File: config.mk
export PLATFORM = sky130hd
export DESIGN_NAME = sh1_opcode_predecoder_top
export DESIGN_NICKNAME = d
export VERILOG_FILES = /design/src/shpd_pkg.sv /design/src/sh1_opcode_predecoder_top.sv
export SDC_FILE = /design/constraint.sdc
export NUM_CORES = 1
export LEC_CHECK = 0
export BUFFER_PORTS_ARGS = -buffer_cell sky130_fd_sc_hd__buf_2
export CAP_MARGIN = 40
export CELL_PAD_IN_SITES_DETAIL_PLACEMENT = 1
export CELL_PAD_IN_SITES_GLOBAL_PLACEMENT = 1
export CORE_MARGIN = 5
export CORE_UTILIZATION = 42
export DETAILED_ROUTE_END_ITERATION = 8
export PLACE_DENSITY = 0.84
export SYNTH_ARGS = -nofsm -noshare
export SYNTH_HDL_FRONTEND = slang
export SYNTH_SLANG_ARGS = --single-unit
File: constraint.sdc
create_clock -name clk_i -period 8.28 [get_ports clk_i]
set_clock_uncertainty 0.15 [all_clocks]
set_input_delay 0 -clock clk_i [delete_from_list [all_inputs] [get_ports clk_i]]
set_output_delay 0 -clock clk_i [all_outputs]
set_load 0.01 [all_outputs]
File: src/shpd_pkg.sv
`timescale 1ns / 1ps
package shpd_pkg;

  localparam int unsigned AddrW = 32;
  localparam int unsigned OpW   = 16;
  localparam int unsigned FormW = 8;
  localparam int unsigned OpvW  = 11;

  typedef enum logic [2:0] {
    FLOW_SEQ    = 3'd0,
    FLOW_BRANCH = 3'd1,
    FLOW_CALL   = 3'd2,
    FLOW_RETURN = 3'd3,
    FLOW_TRAP   = 3'd4
  } flow_e;

  typedef enum logic [1:0] {
    LIT_NONE = 2'd0,
    LIT_WORD = 2'd1,
    LIT_LONG = 2'd2,
    LIT_MOVA = 2'd3
  } lit_e;

  // group 3 low nibble to form number, zero for unassigned codes
  function automatic logic [FormW-1:0] grp3_form(input logic [3:0] lo);
    logic [FormW-1:0] f;
    begin
      f = '0;
      case (lo)
        4'h0: f = 8'd99;
        4'h2: f = 8'd100;
        4'h3: f = 8'd101;
        4'h4: f = 8'd102;
        4'h6: f = 8'd103;
        4'h7: f = 8'd104;
        4'h8: f = 8'd105;
        4'hA: f = 8'd106;
        4'hB: f = 8'd107;
        4'hC: f = 8'd108;
        4'hE: f = 8'd109;
        4'hF: f = 8'd110;
        default: f = '0;
      endcase
      return f;
    end
  endfunction

endpackage

File: src/sh1_opcode_predecoder_top.sv
`timescale 1ns / 1ps
// Path: an accepted input beat passes the input register, then the result register,
// before it leaves as a result beat.
// Throughput: one opcode per cycle unless out_stall_i holds a waiting result; the decode and
// the address adders sit between the input register and the result register.
// Reset: asynchronous, active low; clears both valid flags, no other state.
module sh1_opcode_predecoder_top (
  input  logic                         clk_i,
  input  logic                         rst_ni,
  input  logic                         in_valid_i,
  output logic                         in_stall_o,
  input  logic [shpd_pkg::AddrW-1:0]   instruction_address_i,
  input  logic [shpd_pkg::OpW-1:0]     opcode_word_i,
  output logic                         out_valid_o,
  input  logic                         out_stall_i,
  output logic [shpd_pkg::FormW-1:0]   form_id_o,
  output logic [3:0]                   reg_n_o,
  output logic [3:0]                   reg_m_o,
  output logic signed [shpd_pkg::OpvW-1:0] operand_value_o,
  output logic                         is_illegal_o,
  output logic [2:0]                   flow_class_o,
  output logic                         has_delay_slot_o,
  output logic                         is_conditional_o,
  output logic                         has_target_o,
  output logic [shpd_pkg::AddrW-1:0]   target_address_o,
  output logic [1:0]                   literal_kind_o,
  output logic [shpd_pkg::AddrW-1:0]   literal_address_o
);
  import shpd_pkg::*;

  logic             iv_q;
  logic [AddrW-1:0] addr_q;
  logic [OpW-1:0]   op_q;
  logic             ov_q;
  logic             adv;

  // advance the pipe when the result slot is free or being taken
  assign adv        = !ov_q || !out_stall_i;
  assign in_stall_o = iv_q && !adv;

  // hold the input beat until the result register takes it
  always_ff @(posedge clk_i or negedge rst_ni) begin
    if (!rst_ni) begin
      iv_q <= 1'b0;
    end else if (!in_stall_o) begin
      iv_q <= in_valid_i;
    end
  end

  always_ff @(posedge clk_i) begin
    if (!in_stall_o && in_valid_i) begin
      addr_q <= instruction_address_i;
      op_q   <= opcode_word_i;
    end
  end

  // decode
  logic [3:0]       n, m, lo, hi;
  logic [7:0]       imm;
  logic [FormW-1:0] form;
  logic             un, um, ds, cond, tv;
  flow_e            flow;
  lit_e             lkind;
  logic signed [OpvW-1:0] opv;
  logic [AddrW-1:0] tgt, laddr, pc4, apc4;
  logic [AddrW-1:0] d8, d12, imm2, imm4;

  always_comb begin
    hi   = op_q[15:12];
    n    = op_q[11:8];
    m    = op_q[7:4];
    lo   = op_q[3:0];
    imm  = op_q[7:0];
    pc4  = addr_q + 32'd4;
    apc4 = {addr_q[AddrW-1:2], 2'b00} + 32'd4;
    d8   = {{(AddrW-9){imm[7]}}, imm, 1'b0};
    d12  = {{(AddrW-13){op_q[11]}}, op_q[11:0], 1'b0};
    imm2 = {{(AddrW-9){1'b0}}, imm, 1'b0};
    imm4 = {{(AddrW-10){1'b0}}, imm, 2'b00};
    form = '0; un = 1'b0; um = 1'b0; ds = 1'b0; cond = 1'b0; tv = 1'b0;
    flow = FLOW_SEQ; lkind = LIT_NONE; opv = '0; tgt = '0; laddr = '0;
    unique case (hi)
      4'h0: begin
        case (lo)
          4'h2: if (m < 4'd3) begin form = 8'd1 + 8'(m); un = 1'b1; end
          4'h4, 4'h5, 4'h6: begin
            form = 8'd4 + 8'(lo - 4'd4); un = 1'b1; um = 1'b1;
          end
          4'h8: if (n == 4'd0 && m < 4'd3) form = 8'd7 + 8'(m);
          4'h9: begin
            if (m == 4'd0 && n == 4'd0) form = 8'd10;
            else if (m == 4'd1 && n == 4'd0) form = 8'd11;
            else if (m == 4'd2) begin form = 8'd12; un = 1'b1; end
          end
          4'hA: if (m < 4'd3) begin form = 8'd13 + 8'(m); un = 1'b1; end
          4'hB: if (n == 4'd0 && m < 4'd3) begin
            form = 8'd16 + 8'(m);
            if (m != 4'd1) begin flow = FLOW_RETURN; ds = 1'b1; end
          end
          4'hC, 4'hD, 4'hE: begin
            form = 8'd19 + 8'(lo - 4'hC); un = 1'b1; um = 1'b1;
          end
          default: ;
        endcase
      end
      4'h4: begin
        un = 1'b1;
        case (lo)
          4'h0: if (m == 4'd0) form = 8'd22; else if (m == 4'd2) form = 8'd23;
          4'h4: if (m == 4'd0) form = 8'd33; else if (m == 4'd2) form = 8'd34;
          4'h1, 4'h2, 4'h3: if (m < 4'd3) form = 8'd24 + 8'(3*(lo-1)) + 8'(m);
          4'h5, 4'h6, 4'h7, 4'h8, 4'h9, 4'hA:
            if (m < 4'd3) form = 8'd35 + 8'(3*(lo-5)) + 8'(m);
          4'hB: if (m < 4'd3) begin
            form = 8'd53 + 8'(m);
            if (m == 4'd0) begin flow = FLOW_CALL; ds = 1'b1; end
            else if (m == 4'd2) begin flow = FLOW_BRANCH; ds = 1'b1; end
          end
          4'hE: if (m < 4'd3) form = 8'd56 + 8'(m);
          4'hF: begin form = 8'd59; um = 1'b1; end
          default: ;
        endcase
      end
      4'h8: begin
        case (n)
          4'h0: begin form = 8'd60; um = 1'b1; opv = OpvW'(lo); end
          4'h1: begin form = 8'd61; um = 1'b1; opv = OpvW'({lo, 1'b0}); end
          4'h4: begin form = 8'd62; um = 1'b1; opv = OpvW'(lo); end
          4'h5: begin form = 8'd63; um = 1'b1; opv = OpvW'({lo, 1'b0}); end
          4'h8: begin form = 8'd64; opv = OpvW'(signed'(imm)); end
          4'h9, 4'hB: begin
            form = (n == 4'h9) ? 8'd65 : 8'd66;
            flow = FLOW_BRANCH; cond = 1'b1; tv = 1'b1;
            tgt  = pc4 + d8;
          end
          default: ;
        endcase
      end
      4'hC: begin
        form = 8'd67 + 8'(n);
        if (n == 4'd1 || n == 4'd5) opv = OpvW'({imm, 1'b0});
        else if (n == 4'd2 || n == 4'd6 || n == 4'd7) opv = OpvW'({imm, 2'b00});
        else opv = OpvW'(imm);
        if (n == 4'd3) flow = FLOW_TRAP;
        if (n == 4'd7) begin lkind = LIT_MOVA; laddr = apc4 + imm4; end
      end
      4'h1: begin form = 8'd83; un = 1'b1; um = 1'b1; opv = OpvW'({lo, 2'b00}); end
      4'h2: begin
        if (lo < 4'd3) form = 8'd84 + 8'(lo);
        else if (lo > 4'd3) form = 8'd87 + 8'(lo - 4'd4);
        un = 1'b1; um = 1'b1;
      end
      4'h3: begin form = grp3_form(lo); un = 1'b1; um = 1'b1; end
      4'h5: begin form = 8'd111; un = 1'b1; um = 1'b1; opv = OpvW'({lo, 2'b00}); end
      4'h6: begin form = 8'd112 + 8'(lo); un = 1'b1; um = 1'b1; end
      4'h7: begin form = 8'd128; un = 1'b1; opv = OpvW'(signed'(imm)); end
      4'h9: begin
        form = 8'd129; un = 1'b1; opv = OpvW'({imm, 1'b0});
        lkind = LIT_WORD; laddr = pc4 + imm2;
      end
      4'hA, 4'hB: begin
        form = (hi == 4'hA) ? 8'd130 : 8'd131;
        flow = (hi == 4'hA) ? FLOW_BRANCH : FLOW_CALL;
        ds = 1'b1; tv = 1'b1;
        tgt = pc4 + d12;
      end
      4'hD: begin
        form = 8'd132; un = 1'b1; opv = OpvW'({imm, 2'b00});
        lkind = LIT_LONG; laddr = apc4 + imm4;
      end
      4'hE: begin form = 8'd133; un = 1'b1; opv = OpvW'(signed'(imm)); end
      default: ;
    endcase
    // drop everything for an illegal code
    if (form == '0) begin
      un = 1'b0; um = 1'b0; opv = '0; flow = FLOW_SEQ; ds = 1'b0; cond = 1'b0;
      tv = 1'b0; tgt = '0; lkind = LIT_NONE; laddr = '0;
    end
  end

  // result register
  always_ff @(posedge clk_i or negedge rst_ni) begin
    if (!rst_ni) begin
      ov_q <= 1'b0;
    end else if (adv) begin
      ov_q <= iv_q;
    end
  end

  always_ff @(posedge clk_i) begin
    if (adv && iv_q) begin
      form_id_o         <= form;
      reg_n_o           <= un ? n : 4'd0;
      reg_m_o           <= um ? m : 4'd0;
      operand_value_o   <= opv;
      is_illegal_o      <= (form == '0);
      flow_class_o      <= flow;
      has_delay_slot_o  <= ds;
      is_conditional_o  <= cond;
      has_target_o      <= tv;
      target_address_o  <= tgt;
      literal_kind_o    <= lkind;
      literal_address_o <= laddr;
    end
  end

  assign out_valid_o = ov_q;

  // a stalled result must hold its beat
  a_out_hold: assert property (@(posedge clk_i) disable iff (!rst_ni)
    out_valid_o && out_stall_i |=> out_valid_o && $stable(form_id_o))
    else $error("result beat changed under stall");
  // illegal flag matches the form code
  a_illegal: assert property (@(posedge clk_i) disable iff (!rst_ni)
    out_valid_o |-> (is_illegal_o == (form_id_o == '0)))
    else $error("illegal flag disagrees with form");
  // conditional branches carry targets and have no delay slot
  a_cond: assert property (@(posedge clk_i) disable iff (!rst_ni)
    out_valid_o && is_conditional_o |-> has_target_o && !has_delay_slot_o)
    else $error("conditional branch marks inconsistent");
  // input stalls only while a beat waits behind a stalled result
  a_stall: assert property (@(posedge clk_i) disable iff (!rst_ni)
    in_stall_o |-> out_valid_o && out_stall_i)
    else $error("input stalled without back-pressure");

endmodule
==> qor.yml <==
power_and_ir_drop:
  p_leak_uw: 0.00634
  vdd_drop_max_v: 0.000119
  pwr_density_cell_nw_per_um2: 173
placement:
  dp_hpwl_mm: 34.0
  gp_congestion: 0.927
  io_buffers: 153
clock_tree:
  clkLatencyLatePin_ps: 450
  cts_setup_buffers: 0
  cts-htree-levels: 4
  cts_tree: "built"
  root_buffer: "clkbuf_16"
  cts.sinks: 155
  cts_buffer_depth: 2
  path_clk_slew_ps: 80
  cts_made_buffers: 17
timing:
  setup_viol: 0
  min_period_ps: 6360
  fmax_mhz: 157
  hold_viol: 0
  slew_violations: 0
  slew_headroom: 0.369
  totalNegativeSetupSlack_ps: 0
  timing.final.crit_share: 0.768
  tightest_slew_ps: 944
  rsz0062_at_grt: "no"
final_layout:
  fillers: 3557
  fin_util: 0.499
  finalNetCount: 1742
  synthToLayoutAreaGrowth_pct: 17.8
  num_antenna_cells: 0
  drive_gt1_frac: 0.146
floorplanning:
  core-area_sq_um: 30500
  start_util: 0.424
  num_io_pins: 154
  die_w_microns: 185
  dieArea_sq_um: 34400
  die_y_microns: 185
  num_rows: 64
synth:
  yosysTopAreaCellShare: 0.344
  synth_warnings: 0
  synthCells: 1380
  yosysSeqAreaShare: 0.355
  syn-num-nets: 1563
  netlist_area_sq_um: 12900
  yosys.cell_count.top_type: "edfxtp_1"
  ys_seq_elements: 155
  synthTopCellsByArea: "edfxtp_1 34%, ha_1 12%, xnor2_1 6.0%"
  synth_enable_flop_cells: 148
  synth_area_leader_cell: "edfxtp_1"
  synth_top_cells_by_count: "148 x edfxtp_1, 122 x ha_1, 104 x nand2_1, 91 x a21oi_1, 88 x xnor2_1"
  syn_avg_cell_area_sq_um: 9.37
  synth.distinct_cells: 84
  synth_ff_type: "edfxtp_1"
  async_reset_ff_frac: 0.0129
worst_setup_path:
  critPathLaunchType: "register"
  r2r_slack_ps: 1920
  required_ps: 8330
  end_kind: "register"
  r2r_start: "op_q[0]"
  crit_arrival_ps: 6410
  crit_start: "op_q[0]"
  criticalPathCategory: "register to register"
  path_max_fanout: 19
global_route:
  grt_pass1_vias: 12600
  overflow: 0
  antenna_found_initial: 0
  grt_max_degree: 69
  grt_util_all_layers: 0.265
  grt_pass1_wl_mm: 71.0
route:
  via_per_inst: 6.14
  drc: 0
  wl_per_cell_microns: 23.5
  vias: 12100
  ant_nets: 0
  dr.pass1.iters: 6
  drtIter0Drc: 1061
  wl_mm: 46.2
worst_hold_path:
  holdCritPathClass: "input port to register"
  worstHoldStart: "instruction_address_i[10]"
flow_run:
  max-cap-violations: 0
status:
  status: "finished clean"
[path summary, 6_finish.rpt]
kind | endpoint | depth (start not counted)
worst max-delay path | reg_n_o[2] | 17
worst min-delay path | addr_q[10] | 2
worst min register to register | out_valid_o | 1
worst max register to register | reg_n_o[2] | 17
max in group asynchronous | iv_q | 3
min in group asynchronous | out_valid_o | 3
[report_power, final]
group | total [uW] | internal, uW | switching, uW
clock | 818 | 428 | 389
sequential | 988 | 936 | 52.5
combinational | 831 | 334 | 498
total | 2640 | 1700 | 939
[state kept, by name (all words and copies together) (netlist names), 2 cells and up, named ones only]
signal	count
flow_class_o	3
target_address_o	32
literal_address_o	32
reg_m_o	4
op_q	16
literal_kind_o	2
reg_n_o	4
form_id_o	8
operand_value_o	11
addr_q	32
[critical path: stages, from the launching register on]
cell and delay (ps):
edfxtp_1 830, inv_1 350, ha_1 450, xnor2_1 510, inv_1 150, ha_1 340, fa_1 450, ha_1 310
ha_1 230, fa_1 410, xor2_1 160, a211oi_1 270, o31ai_1 130, a21oi_1 150, o21ai_0 120, or4_1 610
o31a_1 310, and2_1 180
[through the flow]
stage,std cells,power (uW),hold slack [ps],setup slack (ps),instance area (sq um)
after detailed placement,1883,1800,-361,1970,14100
after global placement,1878,1760,-364,2230,14000
after CTS,1968,2630,84.8,1960,15200
after floorplan,1380,1550,-446,2370,12900
final,1968,2640,96.6,1920,15200
after global routing,1968,2770,92.1,1520,15200
[cell type report]
type                    instances  area [sq um]  area share
inverters                      77           289      0.0190
clock inverters                14           154      0.0101
multi-input cells            1086          7810       0.513
well taps                     396           495      0.0325
flip-flops and latches        155          4590       0.302
clock buffers                  18           429      0.0282
repair buffers                222          1460      0.0959
[logic make-up (layout without fill, tap and decap cells)]
logic type               after synthesis  after routing  share of synthesized area
AND/OR/NAND/NOR                      426            426                      0.173
AO/OA/AOI/OAI                        381            381                      0.197
flip-flops                           155            155                      0.355
XOR/XNOR                             140            140                     0.0948
buffers and inverters                139            331                     0.0416
adder cells (fa/ha/maj)              131            131                      0.132
multiplexers                           8              8                    0.00619
[repair_timing]
action,in CTS,in global routing
endpoints found under the hold margin,63,0
resized for setup,0,0
hold buffers,53,0
[layer usage]
| layer | vias up | GRT usage | wire (microns) | part of all wire |
|---|---|---|---|---|
| met5 | - | 0 | 0 | 0 |
| met3 | 127 | 0.0500 | 3120 | 0.068 |
| li1 | 5494 | - | - | - |
| met2 | 506 | 0.442 | 22000 | 0.48 |
| met4 | 0 | 0.108 | 1830 | 0.040 |
| met1 | 5950 | 0.340 | 19200 | 0.42 |
[cells in the final DEF (no fill, tap or decap), types with 53 or more instances in the layout]
cell type,instances
ha_1,122
inv_1,76
xnor2_1,88
dlygate4sd3_1,53
edfxtp_1,148
nor2_1,83
a21oi_1,91
buf_2,154
o21ai_0,58
nand2_1,104
Power figures use the tool's default switching activity.
